**config.mk**
```make
export PLATFORM = sky130hd
export DESIGN_NAME = polygon_scanline_fill
export DESIGN_NICKNAME = d
export VERILOG_FILES = /design/src/hdl/psf_pkg.sv /design/src/hdl/polygon_scanline_fill.sv /design/src/hdl/psf_div.sv
export SDC_FILE = /design/constraint.sdc
export NUM_CORES = 2
export LEC_CHECK = 0
export ABC_AREA = 1
export BUFFER_PORTS_ARGS = -buffer_cell sky130_fd_sc_hd__clkbuf_2
export CELL_PAD_IN_SITES_DETAIL_PLACEMENT = 1
export CELL_PAD_IN_SITES_GLOBAL_PLACEMENT = 2
export CORE_UTILIZATION = 40
export DETAILED_ROUTE_END_ITERATION = 16
export PLACE_DENSITY = 0.84
export SLEW_MARGIN = 0
export SYNTH_ARGS = -nofsm -noshare
export SYNTH_HDL_FRONTEND = slang
export SYNTH_SLANG_ARGS = --single-unit
```
**constraint.sdc**
```tcl
create_clock -name clk -period 9.5 [get_ports clk]
set_input_delay 1.9 -clock clk [delete_from_list [all_inputs] [get_ports clk]]
set_output_delay 1.9 -clock clk [all_outputs]
set_load 0.01 [all_outputs]
```
**src/hdl/psf_pkg.sv**
```systemverilog
// Shared constants, sequencer states and helpers for the scanline polygon fill.
// Used by psf_div and polygon_scanline_fill.
package psf_pkg;

  localparam int MAX_VERTICES_DEF = 16;
  localparam int COORD_BITS_DEF   = 10;
  localparam int FRAC_BITS_DEF    = 16;

  localparam int PADDR_W          = 2;
  localparam int REG_W            = 11;
  localparam logic [REG_W-1:0] ROW_COUNT_RST = 11'd32;
  localparam logic [PADDR_W-1:0] ADDR_ROW_COUNT = 2'd0;

  localparam logic CMD_LOAD = 1'b0;
  localparam logic CMD_FILL = 1'b1;

  typedef enum logic [3:0] {
    ST_IDLE,
    ST_B_SETUP,
    ST_B_EDGE,
    ST_B_NDY,
    ST_B_CHK,
    ST_B_DIV,
    ST_F_INS,
    ST_F_POS,
    ST_F_SPAN,
    ST_F_ADV,
    ST_F_SORT,
    ST_F_SCMP
  } state_t;

endpackage

```
**src/hdl/polygon_scanline_fill.sv**
```systemverilog
// Top level of the scanline polygon fill: vertex/edge stores, active list and sequencer.
// Depends on psf_pkg and psf_div.
//
// A load item stores one vertex. The item that closes the polygon then builds the edge table
// with busy high: each side whose y increases searches forward for the next vertex on a
// different row, and each non-horizontal side that starts within the row range, while the
// table has room, gets a slope division in the shared divider before its edge is stored.
// A fill item inserts the pending edges that start on the current row into the active list
// in x order, emits the spans of the row, advances each active edge by its slope or drops it
// once finished, and insertion-sorts the list. Results appear on strobe for exactly one cycle
// each and cannot be stalled; the last result of an item has last_span set. Beyond the final
// row every fill item returns a single invalid result with rows_done set.
module polygon_scanline_fill
  import psf_pkg::*;
#(
  parameter int MAX_VERTICES = MAX_VERTICES_DEF,
  parameter int COORD_BITS   = COORD_BITS_DEF,
  parameter int FRAC_BITS    = FRAC_BITS_DEF
) (
  input  logic                  clk,
  input  logic                  rst,
  input  logic                  psel,
  input  logic                  penable,
  input  logic                  pwrite,
  input  logic [PADDR_W-1:0]    paddr,
  input  logic [31:0]           pwdata,
  output logic [31:0]           prdata,
  output logic                  pready,
  input  logic                  start,
  output logic                  busy,
  input  logic                  command,
  input  logic [9:0]            vertex_x,
  input  logic [9:0]            vertex_y,
  input  logic                  last_vertex,
  output logic                  strobe,
  output logic [9:0]            row,
  output logic [9:0]            span_start,
  output logic [10:0]           span_end,
  output logic                  span_valid,
  output logic                  last_span,
  output logic                  rows_done
);

  localparam int C   = COORD_BITS;
  localparam int F   = FRAC_BITS;
  localparam int IW  = $clog2(MAX_VERTICES);
  localparam int NW  = $clog2(MAX_VERTICES + 1);
  localparam int QW  = C + F + 1;
  localparam int XW  = C + F + 2;
  localparam int EW  = (C + 1 > REG_W) ? C + 1 : REG_W;
  localparam logic [EW-1:0] ROWS_MAX = EW'(1) << C;
  localparam logic [C-1:0]  CMASK    = {C{1'b1}};

  // Configuration register
  logic [REG_W-1:0] row_count;
  logic [EW-1:0]    rows;

  always_ff @(posedge clk) begin
    if (rst) begin
      row_count <= ROW_COUNT_RST;
    end else if (psel && penable && pwrite && paddr == ADDR_ROW_COUNT) begin
      row_count <= pwdata[REG_W-1:0];
    end
  end

  assign pready = 1'b1;
  assign prdata = 32'(row_count);

  always_comb begin
    if (row_count == '0) rows = EW'(1);
    else if (EW'(row_count) > ROWS_MAX) rows = ROWS_MAX;
    else rows = EW'(row_count);
  end

  // Stores
  logic [C-1:0]          vx [MAX_VERTICES];
  logic [C-1:0]          vy [MAX_VERTICES];
  logic [C-1:0]          e_start [MAX_VERTICES];
  logic [C-1:0]          e_top [MAX_VERTICES];
  logic signed [XW-1:0]  e_x [MAX_VERTICES];
  logic signed [XW-1:0]  e_dx [MAX_VERTICES];
  logic [IW-1:0]         order [MAX_VERTICES];
  logic [MAX_VERTICES-1:0] pending;

  logic [NW-1:0] vtot, bn, etot, atot, i, j, t, p, k, kept;
  logic [IW-1:0] v1, lo, hi, idx;
  logic [C-1:0]  yprev, comp, rowc;
  logic          finished, dn, neg;
  logic          have;
  logic [C-1:0]  hs;
  logic [C:0]    he;
  state_t        state, state_next;

  assign busy = (state != ST_IDLE);

  // Divider hookup
  logic             dgo, ddone;
  logic [QW-1:0]    dvd, quot;
  logic [C-1:0]     den;
  logic signed [C:0] ddiff;
  logic [C-1:0]     mag;

  always_comb begin
    den   = vy[hi] - vy[lo];
    ddiff = $signed({1'b0, vx[hi]}) - $signed({1'b0, vx[lo]});
    mag   = ddiff[C] ? C'(-ddiff) : ddiff[C-1:0];
    dvd   = {1'b0, mag, {F{1'b0}}} + QW'(den >> 1);
  end

  psf_div #(.NUM_W(QW), .DEN_W(C)) u_div (
    .clk(clk), .rst(rst), .go(dgo), .dividend(dvd), .divisor(den),
    .done(ddone), .quot(quot)
  );

  // Span of the current pair
  logic signed [XW-1:0] x1, x2;
  logic signed [XW:0]   x2c;
  logic [XW-F-1:0]      fl;
  logic [XW-F:0]        ce;
  logic [C-1:0]         sv;
  logic [C:0]           ev;

  always_comb begin
    x1  = e_x[order[p[IW-1:0]]];
    x2  = e_x[order[IW'(p + 1'b1)]];
    x2c = XW'(x2) + $signed((XW+1)'((1 << F) - 1));
    fl  = x1[XW-1:F];
    ce  = x2c[XW:F];
    if (x1 <= 0) sv = '0;
    else if (fl > (XW-F)'(CMASK)) sv = CMASK;
    else sv = fl[C-1:0];
    if (x2 <= 0) ev = '0;
    else if (ce > (XW-F+1)'(ROWS_MAX)) ev = (C+1)'(ROWS_MAX);
    else ev = ce[C:0];
  end

  // Next-state logic
  always_comb begin
    state_next = state;
    dgo        = 1'b0;
    unique case (state)
      ST_IDLE: begin
        if (start && command == CMD_LOAD && last_vertex) state_next = ST_B_SETUP;
        else if (start && command == CMD_FILL && !finished && EW'(rowc) < rows)
          state_next = ST_F_INS;
      end
      ST_B_SETUP: state_next = (bn < NW'(2)) ? ST_IDLE : ST_B_EDGE;
      ST_B_EDGE: begin
        if (i == bn) state_next = ST_IDLE;
        else if (vy[v1] < vy[i[IW-1:0]]) state_next = ST_B_NDY;
        else if (vy[v1] > vy[i[IW-1:0]]) state_next = ST_B_CHK;
      end
      ST_B_NDY: begin
        if (!(t < bn && vy[i[IW-1:0]] == vy[j[IW-1:0]])) state_next = ST_B_CHK;
      end
      ST_B_CHK: begin
        if (EW'(vy[lo]) >= rows || etot >= NW'(MAX_VERTICES)) begin
          state_next = ST_B_EDGE;
        end else begin
          dgo        = 1'b1;
          state_next = ST_B_DIV;
        end
      end
      ST_B_DIV: if (ddone) state_next = ST_B_EDGE;
      ST_F_INS: begin
        if (i == etot) state_next = ST_F_SPAN;
        else if (pending[i[IW-1:0]] && e_start[i[IW-1:0]] == rowc &&
                 atot < NW'(MAX_VERTICES)) state_next = ST_F_POS;
      end
      ST_F_POS: begin
        if (!(p < atot && !(e_x[i[IW-1:0]] < e_x[order[p[IW-1:0]]])))
          state_next = ST_F_INS;
      end
      ST_F_SPAN: if (!(NW'(p + 1'b1) < atot)) state_next = ST_F_ADV;
      ST_F_ADV: if (!(p < atot)) state_next = ST_F_SORT;
      ST_F_SORT: state_next = (p < atot) ? ST_F_SCMP : ST_IDLE;
      ST_F_SCMP: begin
        if (!(k != '0 && e_x[idx] < e_x[order[IW'(k - 1'b1)]])) state_next = ST_F_SORT;
      end
      default: state_next = ST_IDLE;
    endcase
  end

  always_ff @(posedge clk) begin
    if (rst) state <= ST_IDLE;
    else state <= state_next;
  end

  // Datapath and control registers
  always_ff @(posedge clk) begin
    if (rst) begin
      vtot     <= '0;
      etot     <= '0;
      atot     <= '0;
      pending  <= '0;
      rowc     <= '0;
      finished <= 1'b0;
      strobe   <= 1'b0;
    end else begin
      strobe <= 1'b0;
      unique case (state)
        ST_IDLE: begin
          if (start && command == CMD_LOAD) begin
            // Store the vertex, then close the polygon if asked
            if (vtot < NW'(MAX_VERTICES)) begin
              vx[vtot[IW-1:0]] <= vertex_x[C-1:0];
              vy[vtot[IW-1:0]] <= vertex_y[C-1:0];
            end
            if (last_vertex) begin
              bn       <= (vtot < NW'(MAX_VERTICES)) ? NW'(vtot + 1'b1) : vtot;
              vtot     <= '0;
              etot     <= '0;
              pending  <= '0;
              atot     <= '0;
              rowc     <= '0;
              finished <= 1'b0;
            end else if (vtot < NW'(MAX_VERTICES)) begin
              vtot <= vtot + 1'b1;
            end
          end else if (start) begin
            if (finished || EW'(rowc) >= rows) begin
              strobe     <= 1'b1;
              row        <= 10'(rowc);
              span_start <= '0;
              span_end   <= '0;
              span_valid <= 1'b0;
              last_span  <= 1'b1;
              rows_done  <= 1'b1;
            end else begin
              dn <= (EW'(rowc) + 1'b1 >= rows);
              i  <= '0;
            end
          end
        end
        ST_B_SETUP: begin
          yprev <= vy[IW'(bn - 2'd2)];
          v1    <= IW'(bn - 1'b1);
          i     <= '0;
        end
        ST_B_EDGE: begin
          if (i != bn) begin
            if (vy[v1] < vy[i[IW-1:0]]) begin
              lo <= v1;
              hi <= i[IW-1:0];
              j  <= (NW'(i + 1'b1) >= bn) ? '0 : NW'(i + 1'b1);
              t  <= '0;
            end else if (vy[v1] > vy[i[IW-1:0]]) begin
              lo   <= i[IW-1:0];
              hi   <= v1;
              comp <= yprev;
            end else begin
              yprev <= vy[v1];
              v1    <= i[IW-1:0];
              i     <= i + 1'b1;
            end
          end
        end
        ST_B_NDY: begin
          // Walk forward to the next vertex on a different row
          if (t < bn && vy[i[IW-1:0]] == vy[j[IW-1:0]]) begin
            j <= (NW'(j + 1'b1) >= bn) ? '0 : NW'(j + 1'b1);
            t <= t + 1'b1;
          end else begin
            comp <= vy[j[IW-1:0]];
          end
        end
        ST_B_CHK: begin
          neg <= ddiff[C];
          if (EW'(vy[lo]) >= rows || etot >= NW'(MAX_VERTICES)) begin
            yprev <= vy[v1];
            v1    <= i[IW-1:0];
            i     <= i + 1'b1;
          end
        end
        ST_B_DIV: begin
          if (ddone) begin
            e_dx[etot[IW-1:0]]    <= neg ? -$signed(XW'(quot)) : $signed(XW'(quot));
            e_x[etot[IW-1:0]]     <= $signed(XW'({vx[lo], {F{1'b0}}}));
            e_start[etot[IW-1:0]] <= vy[lo];
            e_top[etot[IW-1:0]]   <= (vy[hi] < comp) ? C'(vy[hi] - 1'b1) : vy[hi];
            pending[etot[IW-1:0]] <= 1'b1;
            etot  <= etot + 1'b1;
            yprev <= vy[v1];
            v1    <= i[IW-1:0];
            i     <= i + 1'b1;
          end
        end
        ST_F_INS: begin
          if (i == etot) begin
            p    <= '0;
            have <= 1'b0;
          end else if (pending[i[IW-1:0]] && e_start[i[IW-1:0]] == rowc) begin
            pending[i[IW-1:0]] <= 1'b0;
            if (atot < NW'(MAX_VERTICES)) p <= '0;
            else i <= i + 1'b1;
          end else begin
            i <= i + 1'b1;
          end
        end
        ST_F_POS: begin
          // Find the slot, then open it and drop the edge in
          if (p < atot && !(e_x[i[IW-1:0]] < e_x[order[p[IW-1:0]]])) begin
            p <= p + 1'b1;
          end else begin
            for (int n = 1; n < MAX_VERTICES; n++) begin
              if (NW'(n) > p && NW'(n) <= atot) order[n] <= order[n-1];
            end
            order[p[IW-1:0]] <= i[IW-1:0];
            atot <= atot + 1'b1;
            i    <= i + 1'b1;
          end
        end
        ST_F_SPAN: begin
          // Hold each span back one step so the final one can carry last_span
          if (NW'(p + 1'b1) < atot) begin
            if (ev > {1'b0, sv}) begin
              if (have) begin
                strobe     <= 1'b1;
                row        <= 10'(rowc);
                span_start <= 10'(hs);
                span_end   <= 11'(he);
                span_valid <= 1'b1;
                last_span  <= 1'b0;
                rows_done  <= dn;
              end
              have <= 1'b1;
              hs   <= sv;
              he   <= ev;
            end
            p <= NW'(p + 2'd2);
          end else begin
            strobe     <= 1'b1;
            row        <= 10'(rowc);
            span_start <= have ? 10'(hs) : '0;
            span_end   <= have ? 11'(he) : '0;
            span_valid <= have;
            last_span  <= 1'b1;
            rows_done  <= dn;
            p          <= '0;
            kept       <= '0;
          end
        end
        ST_F_ADV: begin
          // Drop finished edges, step the rest by their slope
          if (p < atot) begin
            if (rowc < e_top[order[p[IW-1:0]]]) begin
              e_x[order[p[IW-1:0]]] <= e_x[order[p[IW-1:0]]] + e_dx[order[p[IW-1:0]]];
              order[kept[IW-1:0]]   <= order[p[IW-1:0]];
              kept <= kept + 1'b1;
            end
            p <= p + 1'b1;
          end else begin
            atot <= kept;
            p    <= NW'(1);
          end
        end
        ST_F_SORT: begin
          if (p < atot) begin
            idx <= order[p[IW-1:0]];
            k   <= p;
          end else if (dn) begin
            finished <= 1'b1;
          end else begin
            rowc <= rowc + 1'b1;
          end
        end
        ST_F_SCMP: begin
          if (k != '0 && e_x[idx] < e_x[order[IW'(k - 1'b1)]]) begin
            order[k[IW-1:0]] <= order[IW'(k - 1'b1)];
            k <= k - 1'b1;
          end else begin
            order[k[IW-1:0]] <= idx;
            p <= p + 1'b1;
          end
        end
        default: ;
      endcase
    end
  end

endmodule

```
**src/hdl/psf_div.sv**
```systemverilog
// Restoring unsigned divider, one quotient bit per cycle.
// Depends on psf_pkg (imported for house consistency of widths).
module psf_div
  import psf_pkg::*;
#(
  parameter int NUM_W = 27,
  parameter int DEN_W = 10
) (
  input  logic             clk,
  input  logic             rst,
  input  logic             go,
  input  logic [NUM_W-1:0] dividend,
  input  logic [DEN_W-1:0] divisor,
  output logic             done,
  output logic [NUM_W-1:0] quot
);

  localparam int CW = $clog2(NUM_W + 1);

  logic             busy;
  logic [CW-1:0]    cnt;
  logic [DEN_W-1:0] rem;
  logic [NUM_W-1:0] dvd;
  logic [DEN_W-1:0] dsr;
  logic [DEN_W:0]   trial;
  logic             qbit;

  // Shift in one dividend bit and try the subtract
  always_comb begin
    trial = {rem, dvd[NUM_W-1]};
    qbit  = (trial >= {1'b0, dsr});
  end

  always_ff @(posedge clk) begin
    if (rst) begin
      busy <= 1'b0;
      done <= 1'b0;
      cnt  <= '0;
    end else begin
      done <= 1'b0;
      if (go) begin
        busy <= 1'b1;
        cnt  <= '0;
        rem  <= '0;
        dvd  <= dividend;
        dsr  <= divisor;
      end else if (busy) begin
        rem <= qbit ? DEN_W'(trial - {1'b0, dsr}) : trial[DEN_W-1:0];
        dvd <= {dvd[NUM_W-2:0], qbit};
        cnt <= cnt + 1'b1;
        if (cnt == CW'(NUM_W - 1)) begin
          busy <= 1'b0;
          done <= 1'b1;
        end
      end
    end
  end

  assign quot = dvd;

endmodule
```
# == After elaboration in Yosys (flattened, before gate mapping) ==
# Memories as Yosys holds them, arrays and structs flattened. A register that Yosys moved wholly into a read port is not among the register bits.
# Index checks and enable logic that the tools add are counted.
# totals
elab_cells,578
output_inout_bits,69
inputBits,62
register_bits,241
memories,7
ram_bits,1600
# op_classes
eq_ne,57
reduce_logical,82
n_lt_le_gt_ge,60
addsub,24
muxes,300
n_bitwise,9
# mem_list
name,words,width,read_ports,rd_clocked_by_memory_dff,wr,line,rtl
e_dx,16,28,1,0,1,polygon_scanline_fill.sv:81,logic signed [XW-1:0] e_dx [MAX_VERTICES];
e_x,16,28,5,2,1,polygon_scanline_fill.sv:80,logic signed [XW-1:0] e_x [MAX_VERTICES];
e_start,16,10,1,1,1,polygon_scanline_fill.sv:78,logic [C-1:0] e_start [MAX_VERTICES];
e_top,16,10,1,0,1,polygon_scanline_fill.sv:79,logic [C-1:0] e_top [MAX_VERTICES];
vx,16,10,2,2,1,polygon_scanline_fill.sv:76,logic [C-1:0] vx [MAX_VERTICES];
vy,16,10,6,5,1,polygon_scanline_fill.sv:77,logic [C-1:0] vy [MAX_VERTICES];
1 more memories,n/a,n/a,n/a,n/a,n/a,n/a,
# op_table
cell,n
2-to-1 mux 10 bit,32
2-to-1 mux 5 bit,39
2-to-1 mux 4 bit,40
2-to-1 mux 1 bit,141
2-to-1 mux 11 bit,11
2-to-1 mux 16 bit,5
case mux 10 bit (2 select lines),4
"!= test 2 bit, second input constant",31
"less-or-equal comparator 28 x 1 -> 1 bit, second input constant",2
less-than comparator 28 bit,2
2-to-1 mux 28 bit,2
2-to-1 mux 27 bit,2
case mux 5 bit (2 select lines),5
case mux 16 bit (3 select lines),1
case mux 4 bit (12 select lines),1
"adder 5 x 1 -> 5 bit, second input constant",9
"greater-than comparator 4 x 5 -> 1 bit, first input constant",8
"less-or-equal comparator 4 x 5 -> 1 bit, first input constant",8
case mux 10 bit (4 select lines),1
case mux 5 bit (7 select lines),1
AND reduction 5 bit,7
logical AND 1 bit,30
less-than comparator 10 bit,3
"adder 28 x 17 -> 29 bit, second input constant",1
81 further kinds,146

# == Logic depth before layout (Yosys ltp) ==
# An unclocked memory read counts as a cell.
# depth
ltp_word,12
ltp_mapped,48
ltp_nobuf,41

# == Hierarchy ==
# From an unflattened synthesis, not the netlist that was laid out.
# unflattened
cells_unflattened,12922
area_unflattened_um2,110689.9
# modules_own_cells
mod,seq_area_each_um2,n_inst,cells_per_inst,area_per_inst_um2
polygon_scanline_fill,53641.4,1,12593,107814.7
psf_div,1551.5,1,329,2875.3

# == Worst setup path before layout ==
# Ideal clock, no wire load.
# synth_path
path_kind,flip-flop to flip-flop
start,register p[0]
end,"register he[0], enable pin"
synth_period_minus_slack_ns,6.906
stages_incl_launch_ff,42
required_ns,9.094
arrival_ns,6.500
setup_time_ns,0.406
path_slack_ns,2.594
path_buffers,10
cell_sequence,edfxtp_1 -> buf_6 -> inv_4 -> buf_6 -> clkbuf_1 -> clkbuf_1 -> ha_1 -> inv_1 -> clkbuf_1 -> nand2_1 -> a21oi_1 -> o21ai_1 -> nand2_1 -> nand2_1 -> nand2_1 -> buf_2 -> buf_4 -> buf_4 -> [... 6 more ...] -> nor2_1 -> nand4_1 -> nand2_1 -> nand2_1 -> nand2_1 -> buf_4 -> a21oi_2 -> ha_1 -> nand2_1 -> o21ai_0 -> and2_1 -> o21bai_1 -> a21boi_0 -> nor2_1 -> o21ai_0 -> a21oi_1 -> or2_2 -> a21oi_1
# synth_via
elab_chain_cells,9
word_cells_on_any_way,11
cone_classes,add/sub: 2; order compare: 4; mux: 2; reduce/logical: 1; memory: 2
# synth_rtl
item,line,rtl
"start, declared",polygon_scanline_fill.sv:85,"logic [NW-1:0] vtot, bn, etot, atot, i, j, t, p, k, kept;"
"start signal, assigned",polygon_scanline_fill.sv:303,p <= p + 1'b1;
"start signal, assigned",polygon_scanline_fill.sv:330,p <= NW'(p + 2'd2);
"start signal, assigned",polygon_scanline_fill.sv:351,p <= p + 1'b1;
adder 5 x 1 -> 5 bit (*),polygon_scanline_fill.sv:315,if (NW'(p + 1'b1) < atot) begin
memory (16 x 4 bit) (*),n/a,
memory (16 x 28 bit) (*),n/a,
adder 28 x 17 -> 29 bit,polygon_scanline_fill.sv:126,x2c = XW'(x2) + $signed((XW+1)'((1 << F) - 1));
greater-than comparator 13 x 11 -> 1 bit,polygon_scanline_fill.sv:133,else if (ce > (XW-F+1)'(ROWS_MAX)) ev = (C+1)'(ROWS_MAX);
2-to-1 mux 11 bit,polygon_scanline_fill.sv:133,
2-to-1 mux 11 bit (*),polygon_scanline_fill.sv:132,if (x2 <= 0) ev = '0;
net ev[2],polygon_scanline_fill.sv:121,logic [C:0] ev;
greater-than comparator 11 x 10 -> 1 bit (*),polygon_scanline_fill.sv:316,"if (ev > {1'b0, sv}) begin"
AND reduction 4 bit (no source line) (*),n/a,
"end signal, assigned",polygon_scanline_fill.sv:328,he <= ev;
"end, declared",polygon_scanline_fill.sv:91,logic [C:0] he;
# The timed path passes the listed nets; every way through them passes the cells marked *.
# A chain may end at the register's enable or synchronous reset.

# == Worst setup path after layout ==
# layout_path
start,register p[0]
end,"register row[7], enable pin"
# layout_via
elab_chain_cells,10
word_cells_on_any_way,13
cone_classes,add/sub: 2; order compare: 4; eq/ne: 2; mux: 2; reduce/logical: 1; memory: 2
# layout_rtl
item,line,rtl
adder 5 x 1 -> 5 bit (*),polygon_scanline_fill.sv:315,
memory (16 x 4 bit) (*),n/a,
memory (16 x 28 bit) (*),n/a,
adder 28 x 17 -> 29 bit,polygon_scanline_fill.sv:126,
greater-than comparator 13 x 11 -> 1 bit,polygon_scanline_fill.sv:133,
2-to-1 mux 11 bit,polygon_scanline_fill.sv:133,
2-to-1 mux 11 bit (*),polygon_scanline_fill.sv:132,
net ev[2],polygon_scanline_fill.sv:121,
greater-than comparator 11 x 10 -> 1 bit (*),polygon_scanline_fill.sv:316,
!= test 3 bit (no source line) (*),n/a,
AND reduction 7 bit (no source line) (*),n/a,
"end signal, assigned",polygon_scanline_fill.sv:223,row <= 10'(rowc);
"end signal, assigned",polygon_scanline_fill.sv:319,row <= 10'(rowc);
"end signal, assigned",polygon_scanline_fill.sv:333,row <= 10'(rowc);
"end, declared",polygon_scanline_fill.sv:36,"output logic [9:0] row,"
# Marked as above.

==> flow_summary.toml <==
[timing]
clock.fmax_mhz = 113
final.period_utilization_pct = 93.6
whs_ps = 472
worst_pin_slew_ps = 1400
finalSetupViolCount = 0
tns_ps = 0
slew-limit-headroom_pct = 5.99
skew_ps = 98.2
finalHoldViolations = 0
rsz0062_at_grt = "no"
period_needed_ps = 8890
slew_violations = 0

[synthesis]
syn_area_per_cell_um2 = 8.46
syn_inst = 13200
synth_seq_area_share_pct = 49.4
synth_cell_type_count = 66
syn_area_um2 = 112000
ys_warn_count = 0
ys_seq_elements = 1869
synth_edf_count = 1776
yosysTopAreaCell = "edfxtp_1"
netlist.area_leader.share_pct = 47.8
synth-async-reset-ratio_pct = 0
ys_top_cells_by_area = "edfxtp_1, o21ai_0, nand2_1"
synthFlopType = "edfxtp_1"

[pwr]
p_leak_uw = 0.0453
p_per_area_nw_per_um2 = 307
power.total_uw = 37900
ir_drop_uv = 252

[cts]
post_cts_buffers = 0
clock_latency_ps = 950
htree_num_levels = 4
post_cts_resized = 0
cts_sinks = 1869
cts_tree = "done"
clkTransAtPathRegs_ps = 60
cts_hold_buf = 0
cts_made_buffers = 220
clk_path_buf_depth = 4
clockRootBuffer = "clkbuf_16"

[floorplan]
coreArea_um2 = 277000
start_util_pct = 40.3
io_pins = 131
die_area_um2 = 281000
die_y_um = 530
die_w_um = 530
rows = 193

[critical_path]
critPathTopFamily = "simple AND/OR/NAND/NOR gates"
crit_type = "flip-flop to flip-flop"
crit_path_frequent_cell = "nand2_1"
crit_arrival_ps = 9510
startpoint_type = "flip-flop"
crit_slowest_cell = "nand3_1"
cp.required_ps = 10120
endpoint_kind = "flip-flop"
path_buf_inv = 8
crit_path_max_fanout = 60
critPathMaxStageDelay_ps = 490

[global_route]
grt_pass1_vias = 105000
grt.overflow.total = 0
grt_util_all_layers_pct = 32.8
antenna_found_initial = 15
grt_max_degree = 240
grt_pass1_wl_mm = 690

[finish]
nets = 13100
synthToLayoutAreaGrowth_pct = 10.3
drive_gt1_share_pct = 7.03
finalNonFillerCells = 16700

[status]
outcome = "completed"

[placement]
numPortBuffers = 87
gp_congestion = 0.898
dp_cells = 16300
hpwl_mm = 294

[worst_hold_path]
min_path_type = "flip-flop to flip-flop"

[routing]
routedWlPerCell_um = 28.4
vias_per_cell = 6.25
drtIter0Drc = 10300
ant_nets = 0
drc = 0
via_count = 105000
first_pass_iters = 6
wl_mm = 475

[flow_run]
cap_violations = 0
worst register-to-register path: cells and delay by family, from the launching register on:
| family | cells | cell delay [ps] |
|---|---|---|
| adders and majority gates | 2 | 500 |
| and+or+nand+nor | 23 | 3980 |
| AOI/OAI and AO/OA | 9 | 1620 |
| buffers and inverters | 8 | 2090 |
| DFF | 1 | 420 |
Yosys cell counts, types with 58 or more instances:
master,count
buf_2,139
clkbuf_1,683
edfxtp_1,1776
nand3_1,1141
nor3_1,68
a21oi_1,1473
ha_1,239
o211ai_1,529
nor2_1,736
buf_1,101
dfxtp_1,93
nand2_1,2320
a32o_1,58
inv_1,1123
xor2_1,93
o221ai_1,226
o21ai_0,1843
kinds of logic after synthesis:
| family | count (synthesis) | share of synthesized area [%] |
|---|---|---|
| xor gates and xnor gates | 125 | 0.981 |
| other | 2 | 0.00673 |
| adders and majority gates | 243 | 2.75 |
| buffers and inverters | 2158 | 7.75 |
| AOI/OAI and AO/OA | 4373 | 22.3 |
| muxes | 30 | 0.279 |
| DFF | 1869 | 49.4 |
| and+or+nand+nor | 4392 | 16.5 |
worst paths after layout:
check | startpoint | end | depth (start not counted) | slack [ps]
setup / recovery | p[0] | row[7] | 42 | 610
hold / removal | pending[0] | pending[0] | 2 | 470
setup reg to reg | p[0] | row[7] | 42 | 610
hold reg to reg | pending[0] | pending[0] | 2 | 470
placed cells by master (no fill, tap or decap), types with 38 or more instances in the layout:
| master | n |
|---|---|
| nand2_1 | 2311 |
| o21ai_0 | 1831 |
| edfxtp_1 | 1776 |
| a21oi_1 | 1471 |
| nand3_1 | 1141 |
| inv_1 | 1111 |
| nor2_1 | 704 |
| o211ai_1 | 529 |
| buf_4 | 266 |
| ha_1 | 239 |
| o221ai_1 | 226 |
| clkbuf_16 | 223 |
| xor2_1 | 93 |
| clkbuf_2 | 87 |
| dfxtp_1 | 76 |
| clkinv_1 | 67 |
| a32o_1 | 58 |
| nand4_1 | 53 |
| nor3_1 | 51 |
| o22ai_1 | 46 |
| buf_12 | 45 |
| a31oi_1 | 42 |
| clkinv_2 | 39 |
| o21ai_1 | 38 |
sequential cells by signal, summed over array words and instances (netlist names), 10 cells and up, named ones only:
name,count
row_count,11
e_x,448
u_div.dsr,10
span_end,11
pending,16
order,64
e_start,160
vy,160
hs,10
vx,160
he,11
u_div.quot,27
span_start,10
yprev,10
e_dx,448
comp,10
rowc,10
row,10
u_div.rem,10
e_top,160
routing by layer:
metal	share of wire [%]	routed length (µm)	GRT usage [%]	vias to the layer above
met3	7.8	36900	4.82	1234
met4	5.6	26400	17.3	2
li1	-	-	-	46200
met2	47	223000	54.4	4745
met5	0.0027	13	0	-
met1	40	188000	41.3	52300
report_power, final:
group          switching [µW]  leakage, µW  total [µW]  internal, µW
sequential                690       0.0175       11300         10600
clock                    3640      0.00349        8730          5080
combinational           13100       0.0243       17900          4780
total                   17400       0.0453       37900         20500
metrics by stage:
| step | instance area [µm²] | util [%] | setup slack, ps |
|---|---|---|---|
| after global placement | 116000 | 41.9 | 992 |
| after global routing | 123000 | 44.5 | 339 |
| final | 123000 | 44.5 | 612 |
| after detailed placement | 116000 | 41.9 | 823 |
| after CTS | 123000 | 44.5 | 811 |
| after floorplan | 112000 | - | 2590 |
cell type report:
class,instances,area [µm²]
fill,32100,154000
sequential,1869,55200
multi-input combinational,9185,48300
clock buffer,255,5700
tap,3705,4640
inverter,1163,4410
timing repair buffer,398,3330
clock inverter,143,1500
antenna,11,27.5
Power figures use the tool's default switching activity.
